## config.mk

```make
export PLATFORM = sky130hd
export DESIGN_NAME = epoch_seconds_to_calendar
export DESIGN_NICKNAME = d
export VERILOG_FILES = /design/src/rtl/ecal_pkg.sv /design/src/rtl/epoch_seconds_to_calendar.sv /design/src/rtl/ecal_front.sv /design/src/rtl/ecal_fifo.sv /design/src/rtl/ecal_back.sv
export SDC_FILE = /design/constraint.sdc
export NUM_CORES = 1
export LEC_CHECK = 0
export ABC_AREA = 1
export BUFFER_PORTS_ARGS = -buffer_cell sky130_fd_sc_hd__buf_2
export CORE_MARGIN = 8
export CORE_UTILIZATION = 30
export CTS_CLUSTER_SIZE = 16
export DETAILED_ROUTE_END_ITERATION = 16
export GPL_TIMING_DRIVEN = 0
export SLEW_MARGIN = 20
export SYNTH_ARGS = -nofsm -noshare
export SYNTH_HDL_FRONTEND = slang
export SYNTH_HIERARCHICAL = 1
export SYNTH_SLANG_ARGS = --single-unit
```

## constraint.sdc

```tcl
create_clock -name i_clk -period 6 [get_ports i_clk]
set_clock_uncertainty 0.1 [all_clocks]
set_input_delay 0.9 -clock i_clk [delete_from_list [all_inputs] [get_ports i_clk]]
set_output_delay 0.9 -clock i_clk [all_outputs]
set_load 0.01 [all_outputs]
```

## src/rtl/ecal_pkg.sv

```systemverilog
// ----------------------------------------------------------------------------
// ecal_pkg: shared types and constants of the epoch-seconds to calendar block
// Time constants, the front-to-back queue entry and the month length table.
// ----------------------------------------------------------------------------
package ecal_pkg;

    localparam logic [16:0] DAY_SEC    = 17'd86400;
    localparam logic [11:0] HOUR_SEC   = 12'd3600;
    localparam logic [5:0]  MIN_SEC    = 6'd60;
    localparam logic [2:0]  WEEK_DAYS  = 3'd7;

    // quotient = (x * MUL) >> SHIFT, exact over the range each x can take;
    // the day step works on the seconds shifted down first (86400 = 128 * 675)
    localparam int unsigned DAY_PRE    = 7;
    localparam logic [24:0] DAY_MUL    = 25'd25451659;
    localparam int unsigned DAY_SHIFT  = 34;
    localparam logic [17:0] HOUR_MUL   = 18'd149131;
    localparam int unsigned HOUR_SHIFT = 29;
    localparam logic [12:0] MIN_MUL    = 13'd4370;
    localparam int unsigned MIN_SHIFT  = 18;
    localparam logic [15:0] WDAY_MUL   = 16'd37450;
    localparam int unsigned WDAY_SHIFT = 18;

    localparam logic [14:0] EPOCH_WDAY = 15'd4;
    localparam logic [10:0] EPOCH_YEAR = 11'd1970;
    localparam logic [1:0]  EPOCH_M4   = 2'd2;
    localparam logic [6:0]  EPOCH_M100 = 7'd70;
    localparam logic [8:0]  EPOCH_M400 = 9'd370;

    localparam logic [8:0]  YEAR_DAYS  = 9'd365;
    localparam logic [8:0]  LEAP_DAYS  = 9'd366;
    localparam logic [3:0]  LAST_MON   = 4'd11;

    typedef struct packed {
        logic [14:0] days;
        logic [4:0]  hour;
        logic [5:0]  minute;
        logic [5:0]  second;
        logic [2:0]  weekday;
    } t_front_item;

    // month index counts from 0 for January
    function automatic logic [4:0] month_len(input logic [3:0] mon, input logic leap);
        logic [4:0] len;
        case (mon) inside
            4'd1:                   len = leap ? 5'd29 : 5'd28;
            4'd3, 4'd5, 4'd8, 4'd10: len = 5'd30;
            default:                len = 5'd31;
        endcase
        return len;
    endfunction

endpackage

```

## src/rtl/epoch_seconds_to_calendar.sv

```systemverilog
// ----------------------------------------------------------------------------
// epoch_seconds_to_calendar: seconds since 1970-01-01 UTC to calendar fields
// Gives year, month, day, hour, minute, second and weekday (0 = Sunday).
// ----------------------------------------------------------------------------
// Usage:
//   Input channel: i_valid / o_stall with i_epoch_seconds. A request is taken
//   at a clock edge with i_valid high and o_stall low.
//   Output channel: o_valid / i_stall with one result per request, in order.
//   The front splits the seconds by reciprocal multiplications with
//   constants, one step a cycle, then pushes to the queue; o_stall stays
//   high from acceptance until the push, so a new request is taken only
//   after the last is in the queue. A two-entry queue feeds the back,
//   which walks whole years, then months, one per cycle; the back's walk
//   sets the sustained rate for dates far from 1970.
//   While i_stall is high the result holds in its output register; the back
//   finishes the next request and waits, the queue fills, then the front
//   stops accepting.
//   Reset (synchronous, active low) empties the queue and drops any request
//   in progress and any pending result.
// ----------------------------------------------------------------------------
module epoch_seconds_to_calendar (
    input  logic        i_clk,
    input  logic        i_rst_n,
    input  logic        i_valid,
    output logic        o_stall,
    input  logic [30:0] i_epoch_seconds,
    output logic        o_valid,
    input  logic        i_stall,
    output logic [10:0] o_year,
    output logic [3:0]  o_month,
    output logic [4:0]  o_day_of_month,
    output logic [4:0]  o_hour,
    output logic [5:0]  o_minute,
    output logic [5:0]  o_second,
    output logic [2:0]  o_weekday
);

    ecal_pkg::t_front_item push_item, pop_item;
    logic push, pop, full, empty;

    ecal_front u_front (
        .i_clk           (i_clk),
        .i_rst_n         (i_rst_n),
        .i_valid         (i_valid),
        .o_stall         (o_stall),
        .i_epoch_seconds (i_epoch_seconds),
        .i_full          (full),
        .o_push          (push),
        .o_item          (push_item)
    );

    ecal_fifo u_fifo (
        .i_clk   (i_clk),
        .i_rst_n (i_rst_n),
        .i_push  (push),
        .i_data  (push_item),
        .o_full  (full),
        .i_pop   (pop),
        .o_empty (empty),
        .o_data  (pop_item)
    );

    ecal_back u_back (
        .i_clk          (i_clk),
        .i_rst_n        (i_rst_n),
        .i_empty        (empty),
        .i_item         (pop_item),
        .o_pop          (pop),
        .o_valid        (o_valid),
        .i_stall        (i_stall),
        .o_year         (o_year),
        .o_month        (o_month),
        .o_day_of_month (o_day_of_month),
        .o_hour         (o_hour),
        .o_minute       (o_minute),
        .o_second       (o_second),
        .o_weekday      (o_weekday)
    );

endmodule

```

## src/rtl/ecal_front.sv

```systemverilog
// ----------------------------------------------------------------------------
// ecal_front: request intake and time-of-day split
// Reciprocal multiplications by constants give days, hour, minute, second and
// weekday, one step a cycle.
// ----------------------------------------------------------------------------
module ecal_front (
    input  logic                  i_clk,
    input  logic                  i_rst_n,
    input  logic                  i_valid,
    output logic                  o_stall,
    input  logic [30:0]           i_epoch_seconds,
    input  logic                  i_full,
    output logic                  o_push,
    output ecal_pkg::t_front_item o_item
);

    typedef enum logic [7:0] {
        F_IDLE = 8'b00000001,
        F_DAY  = 8'b00000010,
        F_TOD  = 8'b00000100,
        F_HOUR = 8'b00001000,
        F_MREM = 8'b00010000,
        F_MIN  = 8'b00100000,
        F_SEC  = 8'b01000000,
        F_PUSH = 8'b10000000
    } t_fstate;

    t_fstate     r_state, n_state;
    logic [30:0] r_secs, n_secs;
    logic [14:0] r_days, n_days;
    logic [16:0] r_tod, n_tod;
    logic [14:0] r_wx, n_wx;
    logic [11:0] r_wq, n_wq;
    logic [11:0] r_mrem, n_mrem;
    logic [4:0]  r_hour, n_hour;
    logic [5:0]  r_minute, n_minute;
    logic [5:0]  r_second, n_second;
    logic [2:0]  r_wday, n_wday;

    logic [23:0] secs_hi;
    logic [48:0] day_prod;
    logic [31:0] day_base;
    logic [30:0] tod_full;
    logic [34:0] hour_prod;
    logic [30:0] wday_prod;
    logic [16:0] hour_base;
    logic [16:0] mrem_full;
    logic [14:0] wday_base;
    logic [14:0] wday_full;
    logic [24:0] min_prod;
    logic [11:0] sec_base;
    logic [11:0] sec_full;

    assign secs_hi   = 24'(r_secs >> ecal_pkg::DAY_PRE);
    assign day_prod  = secs_hi * ecal_pkg::DAY_MUL;
    assign day_base  = r_days * ecal_pkg::DAY_SEC;
    assign tod_full  = r_secs - day_base[30:0];
    assign hour_prod = r_tod * ecal_pkg::HOUR_MUL;
    assign wday_prod = r_wx * ecal_pkg::WDAY_MUL;
    assign hour_base = r_hour * ecal_pkg::HOUR_SEC;
    assign mrem_full = r_tod - hour_base;
    assign wday_base = r_wq * ecal_pkg::WEEK_DAYS;
    assign wday_full = r_wx - wday_base;
    assign min_prod  = r_mrem * ecal_pkg::MIN_MUL;
    assign sec_base  = r_minute * ecal_pkg::MIN_SEC;
    assign sec_full  = r_mrem - sec_base;

    always_comb begin
        n_state  = r_state;
        n_secs   = r_secs;
        n_days   = r_days;
        n_tod    = r_tod;
        n_wx     = r_wx;
        n_wq     = r_wq;
        n_mrem   = r_mrem;
        n_hour   = r_hour;
        n_minute = r_minute;
        n_second = r_second;
        n_wday   = r_wday;
        case (r_state)
            F_IDLE: begin
                if (i_valid) begin
                    n_secs  = i_epoch_seconds;
                    n_state = F_DAY;
                end
            end
            F_DAY: begin
                n_days  = 15'(day_prod >> ecal_pkg::DAY_SHIFT);
                n_state = F_TOD;
            end
            F_TOD: begin
                n_tod   = tod_full[16:0];
                // weekday: (days + 4) mod 7
                n_wx    = r_days + ecal_pkg::EPOCH_WDAY;
                n_state = F_HOUR;
            end
            F_HOUR: begin
                n_hour  = 5'(hour_prod >> ecal_pkg::HOUR_SHIFT);
                n_wq    = 12'(wday_prod >> ecal_pkg::WDAY_SHIFT);
                n_state = F_MREM;
            end
            F_MREM: begin
                n_mrem  = mrem_full[11:0];
                n_wday  = wday_full[2:0];
                n_state = F_MIN;
            end
            F_MIN: begin
                n_minute = 6'(min_prod >> ecal_pkg::MIN_SHIFT);
                n_state  = F_SEC;
            end
            F_SEC: begin
                n_second = sec_full[5:0];
                n_state  = F_PUSH;
            end
            F_PUSH: begin
                if (!i_full) begin
                    n_state = F_IDLE;
                end
            end
            default: n_state = F_IDLE;
        endcase
    end

    always_ff @(posedge i_clk) begin
        if (!i_rst_n) begin
            r_state <= F_IDLE;
        end else begin
            r_state <= n_state;
        end
        r_secs   <= n_secs;
        r_days   <= n_days;
        r_tod    <= n_tod;
        r_wx     <= n_wx;
        r_wq     <= n_wq;
        r_mrem   <= n_mrem;
        r_hour   <= n_hour;
        r_minute <= n_minute;
        r_second <= n_second;
        r_wday   <= n_wday;
    end

    assign o_stall        = (r_state != F_IDLE);
    assign o_push         = (r_state == F_PUSH) && !i_full;
    assign o_item.days    = r_days;
    assign o_item.hour    = r_hour;
    assign o_item.minute  = r_minute;
    assign o_item.second  = r_second;
    assign o_item.weekday = r_wday;

endmodule

```

## src/rtl/ecal_fifo.sv

```systemverilog
// ----------------------------------------------------------------------------
// ecal_fifo: two-entry queue between front and back
// Register-based; push when not full, pop when not empty.
// ----------------------------------------------------------------------------
module ecal_fifo (
    input  logic                  i_clk,
    input  logic                  i_rst_n,
    input  logic                  i_push,
    input  ecal_pkg::t_front_item i_data,
    output logic                  o_full,
    input  logic                  i_pop,
    output logic                  o_empty,
    output ecal_pkg::t_front_item o_data
);

    ecal_pkg::t_front_item r_mem [2];
    logic       r_wr, r_rd;
    logic [1:0] r_count;

    always_ff @(posedge i_clk) begin
        if (!i_rst_n) begin
            r_wr    <= 1'b0;
            r_rd    <= 1'b0;
            r_count <= 2'd0;
        end else begin
            if (i_push) begin
                r_wr <= ~r_wr;
            end
            if (i_pop) begin
                r_rd <= ~r_rd;
            end
            r_count <= r_count + {1'b0, i_push} - {1'b0, i_pop};
        end
        if (i_push) begin
            r_mem[r_wr] <= i_data;
        end
    end

    assign o_full  = (r_count == 2'd2);
    assign o_empty = (r_count == 2'd0);
    assign o_data  = r_mem[r_rd];

endmodule

```

## src/rtl/ecal_back.sv

```systemverilog
// ----------------------------------------------------------------------------
// ecal_back: year and month walk, result register
// Takes whole years, then whole months, off the day count; holds the result.
// ----------------------------------------------------------------------------
module ecal_back (
    input  logic                  i_clk,
    input  logic                  i_rst_n,
    input  logic                  i_empty,
    input  ecal_pkg::t_front_item i_item,
    output logic                  o_pop,
    output logic                  o_valid,
    input  logic                  i_stall,
    output logic [10:0]           o_year,
    output logic [3:0]            o_month,
    output logic [4:0]            o_day_of_month,
    output logic [4:0]            o_hour,
    output logic [5:0]            o_minute,
    output logic [5:0]            o_second,
    output logic [2:0]            o_weekday
);

    typedef enum logic [3:0] {
        B_IDLE  = 4'b0001,
        B_YEAR  = 4'b0010,
        B_MONTH = 4'b0100,
        B_HOLD  = 4'b1000
    } t_bstate;

    t_bstate               r_state, n_state;
    ecal_pkg::t_front_item r_item, n_item;
    logic [14:0]           r_left, n_left;
    logic [10:0]           r_year, n_year;
    logic [1:0]            r_m4, n_m4;
    logic [6:0]            r_m100, n_m100;
    logic [8:0]            r_m400, n_m400;
    logic [3:0]            r_mon, n_mon;
    logic                  r_ovalid, n_ovalid;

    logic [10:0] r_oyear;
    logic [3:0]  r_omonth;
    logic [4:0]  r_oday;
    logic [4:0]  r_ohour;
    logic [5:0]  r_ominute, r_osecond;
    logic [2:0]  r_owday;

    logic        leap;
    logic [8:0]  ylen;
    logic [4:0]  mlen;
    logic        load_out;

    assign leap = (r_m4 == 2'd0) && ((r_m100 != 7'd0) || (r_m400 == 9'd0));
    assign ylen = leap ? ecal_pkg::LEAP_DAYS : ecal_pkg::YEAR_DAYS;
    assign mlen = ecal_pkg::month_len(r_mon, leap);
    assign load_out = (r_state == B_HOLD) && (!r_ovalid || !i_stall);
    assign o_pop = (r_state == B_IDLE) && !i_empty;

    always_comb begin
        n_state  = r_state;
        n_item   = r_item;
        n_left   = r_left;
        n_year   = r_year;
        n_m4     = r_m4;
        n_m100   = r_m100;
        n_m400   = r_m400;
        n_mon    = r_mon;
        n_ovalid = r_ovalid;
        if (r_ovalid && !i_stall) begin
            n_ovalid = 1'b0;
        end
        case (r_state)
            B_IDLE: begin
                if (!i_empty) begin
                    n_item  = i_item;
                    n_left  = i_item.days;
                    n_year  = ecal_pkg::EPOCH_YEAR;
                    n_m4    = ecal_pkg::EPOCH_M4;
                    n_m100  = ecal_pkg::EPOCH_M100;
                    n_m400  = ecal_pkg::EPOCH_M400;
                    n_state = B_YEAR;
                end
            end
            B_YEAR: begin
                if (r_left >= {6'd0, ylen}) begin
                    n_left = r_left - {6'd0, ylen};
                    n_year = r_year + 11'd1;
                    n_m4   = r_m4 + 2'd1;
                    n_m100 = (r_m100 == 7'd99) ? 7'd0 : r_m100 + 7'd1;
                    n_m400 = (r_m400 == 9'd399) ? 9'd0 : r_m400 + 9'd1;
                end else begin
                    n_mon   = 4'd0;
                    n_state = B_MONTH;
                end
            end
            B_MONTH: begin
                if ((r_mon < ecal_pkg::LAST_MON) && (r_left >= {10'd0, mlen})) begin
                    n_left = r_left - {10'd0, mlen};
                    n_mon  = r_mon + 4'd1;
                end else begin
                    n_state = B_HOLD;
                end
            end
            B_HOLD: begin
                // wait for the result register to free up
                if (load_out) begin
                    n_ovalid = 1'b1;
                    n_state  = B_IDLE;
                end
            end
            default: n_state = B_IDLE;
        endcase
    end

    always_ff @(posedge i_clk) begin
        if (!i_rst_n) begin
            r_state  <= B_IDLE;
            r_ovalid <= 1'b0;
        end else begin
            r_state  <= n_state;
            r_ovalid <= n_ovalid;
        end
        r_item <= n_item;
        r_left <= n_left;
        r_year <= n_year;
        r_m4   <= n_m4;
        r_m100 <= n_m100;
        r_m400 <= n_m400;
        r_mon  <= n_mon;
        if (load_out) begin
            r_oyear   <= r_year;
            r_omonth  <= r_mon + 4'd1;
            r_oday    <= r_left[4:0] + 5'd1;
            r_ohour   <= r_item.hour;
            r_ominute <= r_item.minute;
            r_osecond <= r_item.second;
            r_owday   <= r_item.weekday;
        end
    end

    assign o_valid        = r_ovalid;
    assign o_year         = r_oyear;
    assign o_month        = r_omonth;
    assign o_day_of_month = r_oday;
    assign o_hour         = r_ohour;
    assign o_minute       = r_ominute;
    assign o_second       = r_osecond;
    assign o_weekday      = r_owday;

    a_mod4_tracks_year: assert property (@(posedge i_clk) disable iff (!i_rst_n)
        (r_state == B_YEAR || r_state == B_MONTH) |-> (r_m4 == r_year[1:0]))
        else $error("year mod 4 counter out of step");
    a_month_in_range: assert property (@(posedge i_clk) disable iff (!i_rst_n)
        (r_state == B_MONTH) |-> (r_mon <= ecal_pkg::LAST_MON && r_left < 15'd366))
        else $error("month walk out of range");
    a_day_fits: assert property (@(posedge i_clk) disable iff (!i_rst_n)
        (r_state == B_HOLD) |-> (r_left < 15'd31))
        else $error("day of month left over too large");
    a_load_sets_valid: assert property (@(posedge i_clk) disable iff (!i_rst_n)
        load_out |=> o_valid)
        else $error("result loaded without valid");

endmodule
```

# Word-level counts from Yosys, hierarchy flattened
# Memories as Yosys holds them, arrays and structs flattened. A register that Yosys moved wholly into a read port is not among the register bits.
# Cells that the tools add are included.
[totals]
ram_bits = 70
elab_cells = 159
n_memories = 1
reg_bits = 247
inputBits = 35
[classes]
bitwise = 3
order_cmp = 3
muxes = 40
n_reduce_logical = 27
mul = 8
add_sub_neg = 15
eq_ne = 29
[memory_table]
columns = ["name", "depth", "word_bits", "rd", "rd_clocked_by_memory_dff", "wr", "line", "source"]
rows = [
  ["u_fifo.r_mem", 2, 35, 1, 1, 1, "ecal_fifo.sv:16", "ecal_pkg::t_front_item r_mem [2];"],
]
[op_table]
columns = ["op", "count"]
rows = [
  ["$pmux W8 S8", 1],
  ["$mul A24 B25 Y49 const B", 1],
  ["$mux W15", 3],
  ["$pmux W15 S3", 1],
  ["$mul A17 B18 Y34 const B", 1],
  ["$mul A15 B15 Y29 const B", 1],
  ["$mux W9", 3],
  ["$mux W4", 6],
  ["$mul A12 B12 Y23 const B", 1],
  ["$mux W11", 2],
  ["$pmux W11 S2", 1],
  ["$mux W7", 3],
  ["$pmux W9 S2", 1],
  ["$sub A17 B17 Y17", 1],
  ["$mux W8", 2],
  ["$pmux W4 S4", 1],
  ["$add A15 B3 Y15 const B", 1],
  ["$ge A15 B5 Y1", 1],
  ["$ge A15 B9 Y1", 1],
  ["$mul A15 B10 Y10 const B", 1],
  ["$sub A15 B5 Y15", 1],
  ["$sub A15 B9 Y15", 1],
  ["$pmux W7 S2", 1],
  ["$eq A4 B4 Y1 const B", 3],
  ["50 further kinds", 86],
]

# Depth between registers and ports, before layout
[depth]
depth_word = 9
ltp_mapped = 28

# By module
# The synthesis kept the hierarchy.
[modules_own_cells]
columns = ["module", "seq_area_each_um2", "cells_per_inst", "area_each_um2", "instances"]
rows = [
  ["ecal_front", 3553.4, 2684, 24179.4, 1],
  ["ecal_back", 3343.2, 552, 5541.6, 1],
  ["ecal_fifo", 2202.1, 142, 2905.3, 1],
]

# Worst setup path after synthesis
# Ideal clock, no wire load.
[synth_path]
kind = "flip-flop to flip-flop"
start = "register u_front.r_secs[25]"
end = "register u_front.r_days[5] (data pin)"
path_stages_with_launch = 20
arrival_ps = 5088
path_buffers = 0
slack_ps = 559
setup_time_ps = 253
required_time_ps = 5647
cell_sequence = "edfxtp_1 -> fa_1 -> ha_1 -> inv_1 -> fa_1 -> fa_1 -> inv_1 -> fa_1 -> inv_1 -> fa_1 -> inv_1 -> fa_1 -> ha_1 -> nand2_1 -> nor2_1 -> nand2_1 -> nor2_1 -> nand4_1 -> nand4_1 -> nand2_1"
[synth_between]
elab_chain_cells = 1
[synth_rtl]
columns = ["element", "line", "source"]
rows = [
  ["start, declared", "ecal_front.sv:29", "logic [30:0] r_secs, n_secs;"],
  ["start signal, assigned", "ecal_front.sv:130", "r_secs <= n_secs;"],
  ["$mul A24 B25 Y49", "ecal_front.sv:55", "assign day_prod = secs_hi * ecal_pkg::DAY_MUL;"],
  ["net u_front.day_prod[39]", "ecal_front.sv:41", "logic [48:0] day_prod;"],
  ["end signal, assigned", "ecal_front.sv:131", "r_days <= n_days;"],
  ["end, declared", "ecal_front.sv:30", "logic [14:0] r_days, n_days;"],
]
# The timed path passes the listed nets, and every way through them passes these cells.
# A chain may end at the register's enable or synchronous reset.

# Final worst setup path
[layout_path]
start = "register u_front.r_secs[22]"
end = "register u_front.r_days[3] (data pin)"
# The elaborated chain is that of the path after synthesis.

==> results.yml <==
logic_synthesis:
  async_flop_share_pct: 0
  synth_cells: 3378
  yosysWarnings: 6
  yosysUniqueCellTypes: 49
  syn_area_sq_um: 32600
  yosysTopAreaCell: "edfxtp_1"
  synth-seq-cells: 309
  synthXorXnorAreaFrac_pct: 2.01
  yosysTopAreaCellShare_pct: 26.8
  syn-num-nets: 4312
  synth_compound_area_share_pct: 5.05
  synth_adder_area_share_pct: 40.9
  syn_area_per_cell_sq_um: 9.66
  ys_seq_area_share_pct: 27.9
  synthSimpleGateAreaFrac_pct: 13.3
  synth_top_family_by_area: "adder cells"
  netlist_top_cells_area: "edfxtp_1 27%, ha_1 24%, fa_1 17%, inv_1 8.8%, nand2_1 5.6%"
  synth_edf_count: 291
  synth_mux_area_share_pct: 1.55
  synthFlopType: "edfxtp_1"
setup_path:
  cp-startpoint: "u_front/r_secs[22]"
  rr_worst_depth: 18
  crit_path_end: "u_front/r_days[3]"
  timing.rr.end: "u_front/r_days[3]"
  r2r_setup_slack_ns: 0.16
  critPathArrivalTime_ns: 6.01
  cp-end-kind: "flop"
  path_max_fanout: 5
  cp.required_ns: 6.17
  reg2reg_from: "u_front/r_secs[22]"
  cp-start-kind: "flop"
  critical_path_class: "flop to flop"
placed_design:
  placed_cells: 4879
  place_hpwl_mm: 63.7
  numPortBuffers: 76
  place_ws_ns: -0.477
  routabilityCongestion: 0.917
route:
  highest_layer: "met5"
  drc: 0
  met1_length_mm: 36.3
  wirelength_mm: 76.8
  dr_wl_met3_mm: 3.26
  viasPerCell: 4.58
  antenna_left: 0
  via_count: 22899
  route.met2.wl_mm: 35.2
  wire_per_inst_um: 15.4
  drt_first_pass_iters: 5
  drtIter0Drc: 1163
clock_network:
  cts_tree: "yes"
  root_buffer: "clkbuf_16"
  clkLatencyLatePin_ns: 0.57
  htree_levels: 2
  clkTransAtPathRegs_ns: 0.06
  cts_made_buffers: 36
  cts_buffer_depth: 3
  clock_sink_count: 309
timing:
  hold_viol: 0
  rsz0062_at_grt: "true"
  final_max_slew_viol_count: 0
  fin_crit_sh_pct: 97.3
  setup_viol: 0
  relSlewSlack_pct: 48.7
  fmax_ghz: 0.171
  tightest_slew_ns: 0.764
  setup_slack_ns: 0.161
  setup_tns_ns: 0
  period_minus_slack_ns: 5.84
layout:
  final_util_pct: 34.0
  final_cells: 5000
  nets: 4494
  syn2layout_area_growth_pct: 13.1
  drive_gt1_share_pct: 11.5
grt:
  grt-ovfl-total: 0
  grt_pass1_vias: 23658
  grt_max_degree: 33
  grt_pass1_wl_mm: 125
  antenna_found_initial: 2
  grt_use_total_pct: 12.9
floorplanning:
  die_x_um: 346
  dieArea_sq_um: 120000
  start_util_pct: 30.1
  core_area_sq_um: 108000
  pin_count: 77
  fp.dieH_um: 346
  placementRows: 121
hold_path:
  min_delay_path_depth: 0
  hold_class: "flop to flop"
outcome:
  run_status: "finished clean"
run:
  maxCapViolCount: 0
==> final cells by class <==
cell class,instances,area [sq um]
fillers,11052,71500
multi-input cells,2280,20900
flip-flops and latches,309,9100
inverters,778,2920
well taps,1414,1770
repair buffers,144,973
clock buffers,41,920
clock inverters,22,160
plain buffers,11,115
diodes,1,2.50
==> cells in the mapped netlist (10+ instances only) <==
master,n
nor3_2,15
a21oi_1,153
mux2_4,30
inv_2,11
edfxtp_1,291
ha_1,618
o21ai_0,93
nor2_1,186
xnor2_1,28
a21o_1,14
nand4_1,41
inv_1,767
nand2_2,13
fa_1,281
dfxtp_1,18
nand3_1,131
xor2_1,47
nor2_2,13
or2_2,12
nor3_1,31
o21a_1,10
nand2_1,490
==> flip-flops by register name (all words and copies together) (netlist names), 7 cells and up, named ones only <==
register,count
u_back/o_year,11
u_front/r_secs,31
u_front/r_days,15
u_front/r_tod,17
u_back/r_left,15
u_front/r_state,8
u_back/r_m400,9
u_front/r_wx,15
u_back/r_year,11
u_fifo/r_mem,70
u_back/r_m100,7
u_front/r_mrem,12
u_back/r_item,20
==> routing by layer <==
metal	up-vias	track usage [%]
li1	11358	-
met1	11022	17.6
met2	404	21.5
met3	113	1.71
met4	2	2.98
met5	-	0
==> critical path, cell delays in order, from the launching register on <==
cell,delay [ns]
edfxtp_1,0.50
fa_1,0.51
ha_1,0.35
fa_2,0.47
fa_1,0.51
fa_1,0.53
fa_1,0.56
inv_1,0.06
fa_1,0.53
inv_1,0.04
ha_1,0.34
nand2_1,0.22
o21ai_0,0.17
a21oi_1,0.19
nor2_1,0.06
nor2_1,0.14
nand3_1,0.09
nand2_1,0.07
nand2_1,0.10
==> timing repair <==
item,in CTS,in global routing
hold buffers,0,0
gates resized for setup,7,99
setup endpoints to repair,15,15
setup buffers,35,22
pin swaps,1,17
==> placed cells by master (no fill, tap or decap), types with 6 or more instances in the layout <==
master	instances
inv_1	762
o21a_1	10
o21bai_1	6
nand2_2	27
buf_4	56
nand4_1	41
o21ai_0	81
a21oi_2	18
dfxtp_1	18
edfxtp_1	291
clkinv_2	7
mux2_4	30
nor3_1	30
clkbuf_16	36
nor2_1	162
xor2_1	47
clkinv_1	7
ha_4	11
buf_12	9
a21o_1	14
xnor2_1	27
nor2_4	17
a21oi_1	135
nor4_1	7
nand2_1	476
inv_2	16
ha_1	602
buf_2	84
fa_1	278
or2_2	12
nor2_2	25
o21ai_1	15
buf_6	6
nand3_1	131
nor3_2	16
==> worst min-delay path by stage <==
stage	end	slack, ns	start
floorplan	u_back/o_hour[0]	0.30	u_back/r_item[15]
global placement	u_back/o_minute[5]	0.30	u_back/r_item[14]
detailed placement	u_back/o_minute[1]	0.30	u_back/r_item[10]
CTS	u_back/o_minute[1]	0.32	u_back/r_item[10]
global route	u_front/r_tod[4]	0.33	u_front/r_secs[4]
finish	u_back/o_minute[1]	0.32	u_back/r_item[10]
==> cells by family after synthesis <==
family / Yosys count
fa+ha+maj: 899
mux: 35
compound gates: 304
xor+xnor: 75
flops: 309
simple gates: 967
buf+inv: 789
==> through the flow <==
step           hold WS (ns)  cell area (sq um)
5_1_grt               0.325              36900
3_3_place_gp          0.303              34800
6_report              0.319              36900
4_1_cts               0.318              36300
3_5_place_dp          0.305              35000
2_1_floorplan         0.300              32600
Power is not shown: default switching activity piles up to over one toggle a cycle in this logic, so the estimate is an artifact.
